**src/hw/rtl/mft_pkg.sv**
```systemverilog
// Shared types, sizes and helpers for the multiset frequency table.
`timescale 1ns / 1ps

package mft_pkg;

   // Table sizes.
   localparam int CAPACITY    = 64;
   localparam int KEY_WIDTH   = 32;
   localparam int COUNT_WIDTH = 32;

   // Index into the tables, and a counter that can also hold CAPACITY itself.
   localparam int IDX_W = (CAPACITY > 1) ? $clog2(CAPACITY) : 1;
   localparam int CNT_W = $clog2(CAPACITY + 1);

   // Request operation codes; code 3 is unused and does nothing.
   typedef enum logic [1:0] {
      OP_ADD    = 2'd0,
      OP_REMOVE = 2'd1,
      OP_LOOKUP = 2'd2
   } mft_op_type;

   // Request payload.
   typedef struct packed {
      logic [1:0]         req_type;
      logic signed [31:0] elem_value;
   } mft_req_type;

   // Result payload.
   typedef struct packed {
      logic        done_ok;
      logic [31:0] elem_count;
      logic [31:0] total_count;
      logic [6:0]  distinct_count;
      logic        is_empty;
      logic        full_reject;
   } mft_rsp_type;

   // Controller states.
   typedef enum logic [2:0] {
      ST_IDLE,
      ST_SCAN,
      ST_ACT,
      ST_SHIFT,
      ST_DONE
   } mft_state_type;

   // Commands from the controller to the datapath.
   typedef struct packed {
      logic start;
      logic scan;
      logic act;
      logic shift;
      logic finish;
   } mft_cmd_type;

   // Status from the datapath to the controller.
   typedef struct packed {
      logic hit;
      logic stream_end;
      logic del;
      logic rsp_free;
   } mft_status_type;

   // Clamp a stored count to the 32-bit result field.
   function automatic logic [31:0] cnt_to_out(input logic [COUNT_WIDTH-1:0] c);
      logic [COUNT_WIDTH+31:0] w;
      logic [COUNT_WIDTH+31:0] lim;
      w   = {32'd0, c};
      lim = {{COUNT_WIDTH{1'b0}}, 32'hFFFF_FFFF};
      if (w > lim) begin
         return 32'hFFFF_FFFF;
      end
      return w[31:0];
   endfunction

endpackage

```
**src/hw/rtl/mft_ctrl.sv**
```systemverilog
// Controller state machine for the multiset frequency table.
`timescale 1ns / 1ps

module mft_ctrl
   import mft_pkg::*;
(
   input  logic           clock,
   input  logic           reset,
   input  logic           req_valid,
   output logic           req_stall,
   input  mft_status_type status,
   output mft_cmd_type    cmd
);

   mft_state_type state_ff;
   mft_state_type state_in;

   // State register.
   always_ff @(posedge clock) begin
      if (reset) begin
         state_ff <= ST_IDLE;
      end else begin
         state_ff <= state_in;
      end
   end

   // Next state.
   always_comb begin
      state_in = state_ff;
      case (state_ff)
         ST_IDLE: begin
            if (req_valid) begin
               state_in = ST_SCAN;
            end
         end
         ST_SCAN: begin
            if (status.hit || status.stream_end) begin
               state_in = ST_ACT;
            end
         end
         ST_ACT: begin
            state_in = status.del ? ST_SHIFT : ST_DONE;
         end
         ST_SHIFT: begin
            if (status.stream_end) begin
               state_in = ST_DONE;
            end
         end
         ST_DONE: begin
            if (status.rsp_free) begin
               state_in = ST_IDLE;
            end
         end
         default: begin
            state_in = ST_IDLE;
         end
      endcase
   end

   // Outputs.
   always_comb begin
      cmd       = '0;
      req_stall = 1'b1;
      case (state_ff)
         ST_IDLE: begin
            req_stall = 1'b0;
            cmd.start = req_valid;
         end
         ST_SCAN: begin
            cmd.scan = 1'b1;
         end
         ST_ACT: begin
            cmd.act = 1'b1;
         end
         ST_SHIFT: begin
            cmd.shift = 1'b1;
         end
         ST_DONE: begin
            cmd.finish = status.rsp_free;
         end
         default: begin
            cmd = '0;
         end
      endcase
   end

   // A result is loaded only when the output register can take it.
   a_finish_free: assert property (@(posedge clock) disable iff (reset)
      cmd.finish |-> status.rsp_free)
      else $error("result loaded while output register busy");

   // A delete pass follows only from the action step.
   a_shift_entry: assert property (@(posedge clock) disable iff (reset)
      (state_ff == ST_SHIFT && $past(state_ff) != ST_SHIFT) |-> $past(status.del))
      else $error("compaction started without a delete");

   // No new request is taken while one is in progress.
   a_one_at_a_time: assert property (@(posedge clock) disable iff (reset)
      cmd.start |=> req_stall)
      else $error("request accepted while busy");

endmodule

```
**src/hw/rtl/mft_datapath.sv**
```systemverilog
// Datapath of the multiset frequency table: key and count tables, scan and result.
`timescale 1ns / 1ps

module mft_datapath
   import mft_pkg::*;
(
   input  logic           clock,
   input  logic           reset,
   input  mft_req_type    req_data,
   input  mft_cmd_type    cmd,
   output mft_status_type status,
   output logic           rsp_valid,
   input  logic           rsp_stall,
   output mft_rsp_type    rsp_data
);

   localparam logic [COUNT_WIDTH-1:0] CMAX = {COUNT_WIDTH{1'b1}};

   // Tables.
   logic [KEY_WIDTH-1:0]   key_mem [CAPACITY];
   logic [COUNT_WIDTH-1:0] cnt_mem [CAPACITY];

   // Captured request.
   logic [1:0]           op_ff;
   logic [KEY_WIDTH-1:0] key_ff;

   // Scan and shift stream.
   logic [CNT_W-1:0]       idx_ff, idx_in;
   logic                   rd_vld_ff, rd_vld_in;
   logic [IDX_W-1:0]       rd_idx_ff;
   logic [KEY_WIDTH-1:0]   rd_key_ff;
   logic [COUNT_WIDTH-1:0] rd_cnt_ff;
   logic                   rd_en;
   logic                   step;

   // Search result.
   logic                   found_ff;
   logic [IDX_W-1:0]       pos_ff;
   logic [COUNT_WIDTH-1:0] hit_cnt_ff;

   // Table status and result fields.
   logic [CNT_W-1:0]       used_ff, used_in;
   logic [31:0]            total_ff, total_in;
   logic                   ok_ff, rej_ff, del_ff;
   logic [COUNT_WIDTH-1:0] ecnt_ff;
   logic                   rsp_valid_ff, rsp_valid_in;
   mft_rsp_type            rsp_data_ff;

   // Write port.
   logic                   wr_key_en, wr_cnt_en;
   logic [IDX_W-1:0]       wr_addr;
   logic [KEY_WIDTH-1:0]   wr_key;
   logic [COUNT_WIDTH-1:0] wr_cnt;

   // Action decisions.
   logic                   act_ok, act_rej, act_del, act_new;
   logic [COUNT_WIDTH-1:0] act_cnt;
   logic [CNT_W-1:0]       used_after;
   logic                   hit;

   // One read per cycle while the stream has entries left.
   assign step  = cmd.scan || cmd.shift;
   assign rd_en = step && (idx_ff < used_ff);
   assign hit   = cmd.scan && rd_vld_ff && (rd_key_ff == key_ff);

   always_comb begin
      idx_in    = idx_ff;
      rd_vld_in = rd_vld_ff;
      if (cmd.start) begin
         idx_in    = '0;
         rd_vld_in = 1'b0;
      end else if (cmd.act) begin
         idx_in    = CNT_W'(pos_ff) + CNT_W'(1);
         rd_vld_in = 1'b0;
      end else if (step) begin
         rd_vld_in = rd_en;
         if (rd_en) begin
            idx_in = idx_ff + CNT_W'(1);
         end
      end
   end

   // Decide what the request does once the search is over.
   always_comb begin
      act_ok  = 1'b0;
      act_rej = 1'b0;
      act_del = 1'b0;
      act_new = 1'b0;
      act_cnt = '0;
      case (op_ff)
         OP_ADD: begin
            if (found_ff) begin
               act_ok  = 1'b1;
               act_cnt = (hit_cnt_ff != CMAX) ? hit_cnt_ff + COUNT_WIDTH'(1) : hit_cnt_ff;
            end else if (used_ff >= CNT_W'(CAPACITY)) begin
               act_rej = 1'b1;
            end else begin
               act_ok  = 1'b1;
               act_new = 1'b1;
               act_cnt = COUNT_WIDTH'(1);
            end
         end
         OP_REMOVE: begin
            if (found_ff) begin
               act_ok = 1'b1;
               if (hit_cnt_ff > COUNT_WIDTH'(1)) begin
                  act_cnt = hit_cnt_ff - COUNT_WIDTH'(1);
               end else begin
                  act_del = 1'b1;
               end
            end
         end
         OP_LOOKUP: begin
            if (found_ff) begin
               act_ok  = 1'b1;
               act_cnt = hit_cnt_ff;
            end
         end
         default: begin
            act_ok = 1'b0;
         end
      endcase
   end

   // Write port: count update or append on the action step, move down while shifting.
   always_comb begin
      wr_key_en = 1'b0;
      wr_cnt_en = 1'b0;
      wr_addr   = pos_ff;
      wr_key    = key_ff;
      wr_cnt    = act_cnt;
      if (cmd.act) begin
         if (act_new) begin
            wr_key_en = 1'b1;
            wr_cnt_en = 1'b1;
            wr_addr   = used_ff[IDX_W-1:0];
         end else if (act_ok && !act_del && (op_ff != OP_LOOKUP) && (act_cnt != hit_cnt_ff)) begin
            wr_cnt_en = 1'b1;
         end
      end else if (cmd.shift && rd_vld_ff) begin
         wr_key_en = 1'b1;
         wr_cnt_en = 1'b1;
         wr_addr   = rd_idx_ff - IDX_W'(1);
         wr_key    = rd_key_ff;
         wr_cnt    = rd_cnt_ff;
      end
   end

   // Table memories with registered reads.
   always_ff @(posedge clock) begin
      if (wr_key_en) begin
         key_mem[wr_addr] <= wr_key;
      end
      if (wr_cnt_en) begin
         cnt_mem[wr_addr] <= wr_cnt;
      end
      if (rd_en) begin
         rd_key_ff <= key_mem[idx_ff[IDX_W-1:0]];
         rd_cnt_ff <= cnt_mem[idx_ff[IDX_W-1:0]];
         rd_idx_ff <= idx_ff[IDX_W-1:0];
      end
   end

   // Running total and entry count after the action.
   always_comb begin
      total_in = total_ff;
      if (cmd.act) begin
         if (op_ff == OP_ADD && act_ok && (act_new || hit_cnt_ff != CMAX)) begin
            if (total_ff != 32'hFFFF_FFFF) begin
               total_in = total_ff + 32'd1;
            end
         end else if (op_ff == OP_REMOVE && act_ok) begin
            if (total_ff != 32'd0) begin
               total_in = total_ff - 32'd1;
            end
         end
      end
   end

   assign used_after = del_ff ? used_ff - CNT_W'(1) : used_ff;

   always_comb begin
      used_in = used_ff;
      if (cmd.act && act_new) begin
         used_in = used_ff + CNT_W'(1);
      end else if (cmd.finish) begin
         used_in = used_after;
      end
   end

   // Output register valid.
   always_comb begin
      rsp_valid_in = rsp_valid_ff;
      if (cmd.finish) begin
         rsp_valid_in = 1'b1;
      end else if (!rsp_stall) begin
         rsp_valid_in = 1'b0;
      end
   end

   // Control registers.
   always_ff @(posedge clock) begin
      if (reset) begin
         idx_ff       <= '0;
         rd_vld_ff    <= 1'b0;
         used_ff      <= '0;
         total_ff     <= '0;
         found_ff     <= 1'b0;
         del_ff       <= 1'b0;
         rsp_valid_ff <= 1'b0;
      end else begin
         idx_ff       <= idx_in;
         rd_vld_ff    <= rd_vld_in;
         used_ff      <= used_in;
         total_ff     <= total_in;
         rsp_valid_ff <= rsp_valid_in;
         if (cmd.start) begin
            found_ff <= 1'b0;
            del_ff   <= 1'b0;
         end else if (hit) begin
            found_ff <= 1'b1;
         end else if (cmd.act) begin
            del_ff <= act_del;
         end
      end
   end

   // Payload registers.
   always_ff @(posedge clock) begin
      if (cmd.start) begin
         op_ff  <= req_data.req_type;
         key_ff <= KEY_WIDTH'($unsigned(req_data.elem_value));
      end
      if (hit) begin
         pos_ff     <= rd_idx_ff;
         hit_cnt_ff <= rd_cnt_ff;
      end
      if (cmd.act) begin
         ok_ff   <= act_ok;
         rej_ff  <= act_rej;
         ecnt_ff <= act_cnt;
      end
      if (cmd.finish) begin
         rsp_data_ff.done_ok        <= ok_ff;
         rsp_data_ff.elem_count     <= cnt_to_out(ecnt_ff);
         rsp_data_ff.total_count    <= total_ff;
         rsp_data_ff.distinct_count <= 7'(used_after);
         rsp_data_ff.is_empty       <= (used_after == '0);
         rsp_data_ff.full_reject    <= rej_ff;
      end
   end

   assign status.hit        = hit;
   assign status.stream_end = (idx_ff >= used_ff) && !rd_vld_ff;
   assign status.del        = act_del;
   assign status.rsp_free   = !rsp_valid_ff || !rsp_stall;

   assign rsp_valid = rsp_valid_ff;
   assign rsp_data  = rsp_data_ff;

   // The entry count never passes the capacity.
   a_used_cap: assert property (@(posedge clock) disable iff (reset)
      used_ff <= CNT_W'(CAPACITY))
      else $error("entry count above capacity");

   // A match always lies inside the used part of the table.
   a_hit_in_range: assert property (@(posedge clock) disable iff (reset)
      hit |-> (CNT_W'(rd_idx_ff) < used_ff))
      else $error("match outside used entries");

   // A compaction write never comes from the first entry.
   a_shift_src: assert property (@(posedge clock) disable iff (reset)
      (cmd.shift && rd_vld_ff) |-> (rd_idx_ff != '0))
      else $error("shift write from entry zero");

   // A delete is only decided for a key that was found.
   a_del_found: assert property (@(posedge clock) disable iff (reset)
      (cmd.act && act_del) |-> found_ff)
      else $error("delete without a match");

endmodule

```
**src/hw/rtl/multiset_frequency_table_unit.sv**
```systemverilog
// Top level of the multiset frequency table: controller and datapath.
//
//   Channel   Direction  Ports                       Moves
//   request   in         req_valid/req_stall/req_data  op code and key
//   result    out        rsp_valid/rsp_stall/rsp_data  status and counts
//
// A hit is found by scanning the entries in order from the first, and a miss
// reads every entry; an empty table is not read at all. A delete then moves each
// later entry down one place, and moves none when the removed entry is the last
// one. The single read port of the tables serves both the scan and these moves.
// The next request is taken in the cycle after a result is loaded. Reset clears the
// entry count and the total; the tables need no clearing. A stalled result holds
// in the output register and the next result waits until it can be loaded.
`timescale 1ns / 1ps

module multiset_frequency_table_unit
   import mft_pkg::*;
(
   input  logic        clock,
   input  logic        reset,
   input  logic        req_valid,
   output logic        req_stall,
   input  mft_req_type req_data,
   output logic        rsp_valid,
   input  logic        rsp_stall,
   output mft_rsp_type rsp_data
);

   mft_cmd_type    cmd;
   mft_status_type status;

   // Sequencer.
   mft_ctrl u_ctrl (
      .clock     (clock),
      .reset     (reset),
      .req_valid (req_valid),
      .req_stall (req_stall),
      .status    (status),
      .cmd       (cmd)
   );

   // Tables and result register.
   mft_datapath u_datapath (
      .clock     (clock),
      .reset     (reset),
      .req_data  (req_data),
      .cmd       (cmd),
      .status    (status),
      .rsp_valid (rsp_valid),
      .rsp_stall (rsp_stall),
      .rsp_data  (rsp_data)
   );

endmodule

```
**config.mk**
```make
export PLATFORM = sky130hd
export DESIGN_NAME = multiset_frequency_table_unit
export DESIGN_NICKNAME = d
export VERILOG_FILES = /design/src/hw/rtl/mft_pkg.sv /design/src/hw/rtl/mft_ctrl.sv /design/src/hw/rtl/mft_datapath.sv /design/src/hw/rtl/multiset_frequency_table_unit.sv
export SDC_FILE = /design/constraint.sdc
export NUM_CORES = 2
export LEC_CHECK = 0
export BUFFER_PORTS_ARGS = -buffer_cell sky130_fd_sc_hd__buf_2
export CORE_UTILIZATION = 40
export CTS_CLUSTER_SIZE = 16
export DETAILED_ROUTE_END_ITERATION = 6
export GPL_TIMING_DRIVEN = 0
export PLACE_DENSITY = 0.66
export SYNTH_ARGS = -nofsm -noshare
export SYNTH_HDL_FRONTEND = slang
export SYNTH_SLANG_ARGS = --single-unit
```
**constraint.sdc**
```tcl
create_clock -name clock -period 6.7 [get_ports clock]
set_clock_uncertainty 0.15 [all_clocks]
set_input_delay 1.34 -clock clock [delete_from_list [all_inputs] [get_ports clock]]
set_output_delay 1.34 -clock clock [all_outputs]
set_load 0.005 [all_outputs]
```
==> results.md <==
- Share of layout cells above drive strength 1: 31.5%
- Arrival time of the worst setup path: a little over 7 ns
- Worst slew pin tran: 1.59 ns
- Initial antenna violation count: 22
- Static leakage: 58.7 nW
- Sw frac: between 20% and 30%
- CTS Hold Buffers Added: 0
- Max-cap viol count: 4
- First-pass GRT wire length: roughly 670 mm
- Final worst setup slack: -0.0738 ns
- Number of synthesized register bits: 4399
- Max-slew headroom: -5.93%
- Top cell type's share of synthesized area: 76.1%
- CP max-delay cell: nor2_1
- Most frequent cells after synthesis: edfxtp_1 (4346), mux4_2 (1344), clkbuf_1 (306)
- Placer Congestion: 0.934
- Critical path peak fanout: 10
- Port Buf Inserts: 113
- Net Count, Synth: ~7600
- Final setup viols: 42
- Minimum clock period: roughly 6.8 ns
- Worst path bufs/invs: 7
- Violations in the final reports: capacitance limit, slew limit, setup timing
- DRT Wirelength: 478 mm
- CTS H-tree lvls: 5
- Max Freq: about 150 MHz
- Core ar.: 427000 µm²
- Max IR drop VDD: around 0.22 mV
- Critical Path Start Type: flip-flop
- Crit. End Element: flip-flop
- Yosys warns: 0
- CTS Buf Count: 427
- Seq/Total Area, Yosys: between 70% and 80%
- Final setup TNS: -1.28 ns
- Slew Viols, Final: 43
- Combinational power share: approximately 3.5%
- Starting DRT DRC Count: 12400
- Starting Density: 40.2%
- Count of final hold-check violations: 0
- Syn Inst Count: 7528
- Netlist cell types: 86
- Primary FF master, synth: edfxtp_1
- Post-Synth XOR/XNOR Area: 0.465%
- Power Dens Cells: 277 nW/µm²
- Wire length per cell: approximately 33 µm
- Post-Syn Area: 172000 µm²
- Die height: 657 µm
- Post-Synth Adder-Cell Area: less than 1%
- Routed Antenna Nets: 0
- # rows: 240
- Largest area contributor in the synthesized netlist: edfxtp_1
- Cells along the critical path: clkbuf_1 > and3b_1 > and2_2 > nor2_1 > clkbuf_1 > a221o_1 > nor2_1 > nand3_1 > nor4_2 > buf_4 > buf_4 > buf_4 > buf_4 > buf_4
- Total number of vias: 87200
- Largest net degree at the start of global routing: 76
- DRC: 0
- Clock power share: about two fifths
- GR Util All Layers: 21.8%
- Outcome: finished, violations left
- Clock Pin Slew Worst Setup and Hold Paths: 0.06 ns
- Final Power: between 50 and 60 mW
- CTS tree: built
- CP required: 7.18 ns
- Largest stage delay, worst path: 1.00 ns
- Post-Syn Area per Cell: 22.8 µm²
- Largest family of logic cells by synthesized area: multiplexers
- Post-synthesis simple-gate area fraction: 2.27%
- Family with the most delay on the worst path: simple AND/OR/NAND/NOR gates
- Sequential Power Share: 54.5%
- Clock root buffer: clkbuf_16
- Worst hold slack: 0.267 ns
- Final core occ: 46.9%
- Post-synthesis mux area share: 17.8%
- Die W: 657 µm
- Asr flop ratio synth: 0%
- Area contributors post-synth: edfxtp_1 (76%), mux4_2 (18%), clkbuf_1 (0.67%)
- Vias in the first global route: ~87000
- Compound-Gate Fraction of Synth Area: approximately 1.4%
- DP Worst Slack: -0.684 ns
- Die area: 432000 µm²
- Via density per instance: 5.96
- Internal: around 44 mW
- First-pass DRT Iterations: 6
- Nets: 8658
- Critical setup path kind: reg -> reg
- CTS Sinks: 4399
- Clock latency on the worst-skew pair: roughly 0.98 ns
- DP HPWL: around 330 mm
- Post-synth EDFFs: 4346
- Hold Path Class: reg -> reg
- NetSw: 11.5 mW
- Cell with the most instances after synthesis: edfxtp_1
- Maximum root-to-sink buffer count: 4
- CP most frequent cell: buf_4
- Area growth from synthesis to layout: 16.7%
- Period Utilization, post-route: 101%
- Global route overflow: 0
- Top-Level Pins: 114
## cells in the final DEF, fill, tap and decap left out, types with 82 or more instances in the layout
cell / synthesis / layout
mux4_2: 1344 / 1344
nor2_1: 221 / 153
buf_2: 6 / 127
buf_4: 1 / 303
nand2_1: 252 / 208
a21oi_1: 83 / 82
clkinv_1: 0 / 105
clkbuf_16: 0 / 434
edfxtp_1: 4346 / 4346
clkbuf_1: 306 / 378
## metal layers
layer	vias to the layer above	wire length [µm]	GRT usage [%]
met1	47000	186000	30.0
met3	863	43800	4.01
met4	8	23500	9.51
met2	4887	224000	34.0
li1	34500	-	-
met5	-	54	0
## power groups by stage
| stage | logic [mW] | clock network (mW) | registers (mW) |
|---|---|---|---|
| after floorplan | 1.11 | 0 | 30.8 |
| after global placement | 1.79 | 0 | 30.9 |
| after detailed placement | 1.95 | 0 | 30.8 |
| after CTS | 1.96 | 23.5 | 30.2 |
| after global routing | 2.04 | 24.5 | 30.2 |
| final | 1.95 | 23.3 | 30.2 |
## layout make-up
cell class | instances | area [µm²]
Fill cell | 34400 | 227000
Sequential cell | 4399 | 132000
Multi-Input combinational cell | 2678 | 39600
Clock buffer | 532 | 11200
Tap cell | 5687 | 7120
Timing Repair Buffer | 616 | 6690
Clock inverter | 249 | 2130
Buffer | 406 | 1630
Inverter | 43 | 166
Antenna cell | 20 | 50.0
## sequential cells by signal, summed over array words and instances, names as in the netlist
| signal | count |
|---|---|
| u_datapath.cnt_mem | 2048 |
| u_datapath.key_mem | 2048 |
| u_datapath.rsp_data | 74 |
| u_datapath.ecnt_ff | 32 |
| u_datapath.hit_cnt_ff | 32 |
| u_datapath.key_ff | 32 |
| u_datapath.rd_cnt_ff | 32 |
| u_datapath.rd_key_ff | 32 |
| u_datapath.total_ff | 32 |
| u_datapath.idx_ff | 7 |
| u_datapath.used_ff | 7 |
| u_datapath.pos_ff | 6 |
| u_datapath.rd_idx_ff | 6 |
| u_ctrl.state_ff | 3 |
| u_datapath.op_ff | 2 |
| u_datapath.del_ff | 1 |
| u_datapath.found_ff | 1 |
| u_datapath.ok_ff | 1 |
| u_datapath.rd_vld_ff | 1 |
| u_datapath.rej_ff | 1 |
| u_datapath.rsp_valid | 1 |
## through the flow
stage	std cells	area, µm²
6_report	14600	200000
5_1_grt	14600	200000
4_1_cts	14600	200000
3_5_place_dp	13800	187000
3_3_place_gp	13300	179000
2_1_floorplan	7528	172000
## worst paths after layout
kind              slack, ns                   start  depth (start not counted)                          to
setup / recovery      -0.07      u_ctrl.state_ff[0]                         14  u_datapath.cnt_mem[13][15]
hold / removal         0.27  u_datapath.ecnt_ff[30]                          0     u_datapath.rsp_data[71]
setup reg to reg      -0.07      u_ctrl.state_ff[0]                         14  u_datapath.cnt_mem[13][15]
hold reg to reg        0.27  u_datapath.ecnt_ff[30]                          0     u_datapath.rsp_data[71]
## kinds of logic (layout without fill, tap and decap cells)
kind of cell | count (synthesis) | in the layout
buffers and inverters | 451 | 1846
XOR/XNOR | 91 | 91
adder cells (fa/ha/maj) | 49 | 49
AO/OA/AOI/OAI | 342 | 342
multiplexers | 1377 | 1377
flip-flops | 4399 | 4399
other | 0 | 20
AND/OR/NAND/NOR | 819 | 819
## repair_timing
action                     4_1_cts  5_1_grt
gates resized for setup          8       17
setup endpoints to repair     1271      276
pin swaps                        1        2
setup buffers                    2        5
No activity file was read; power rests on OpenSTA's default activity.
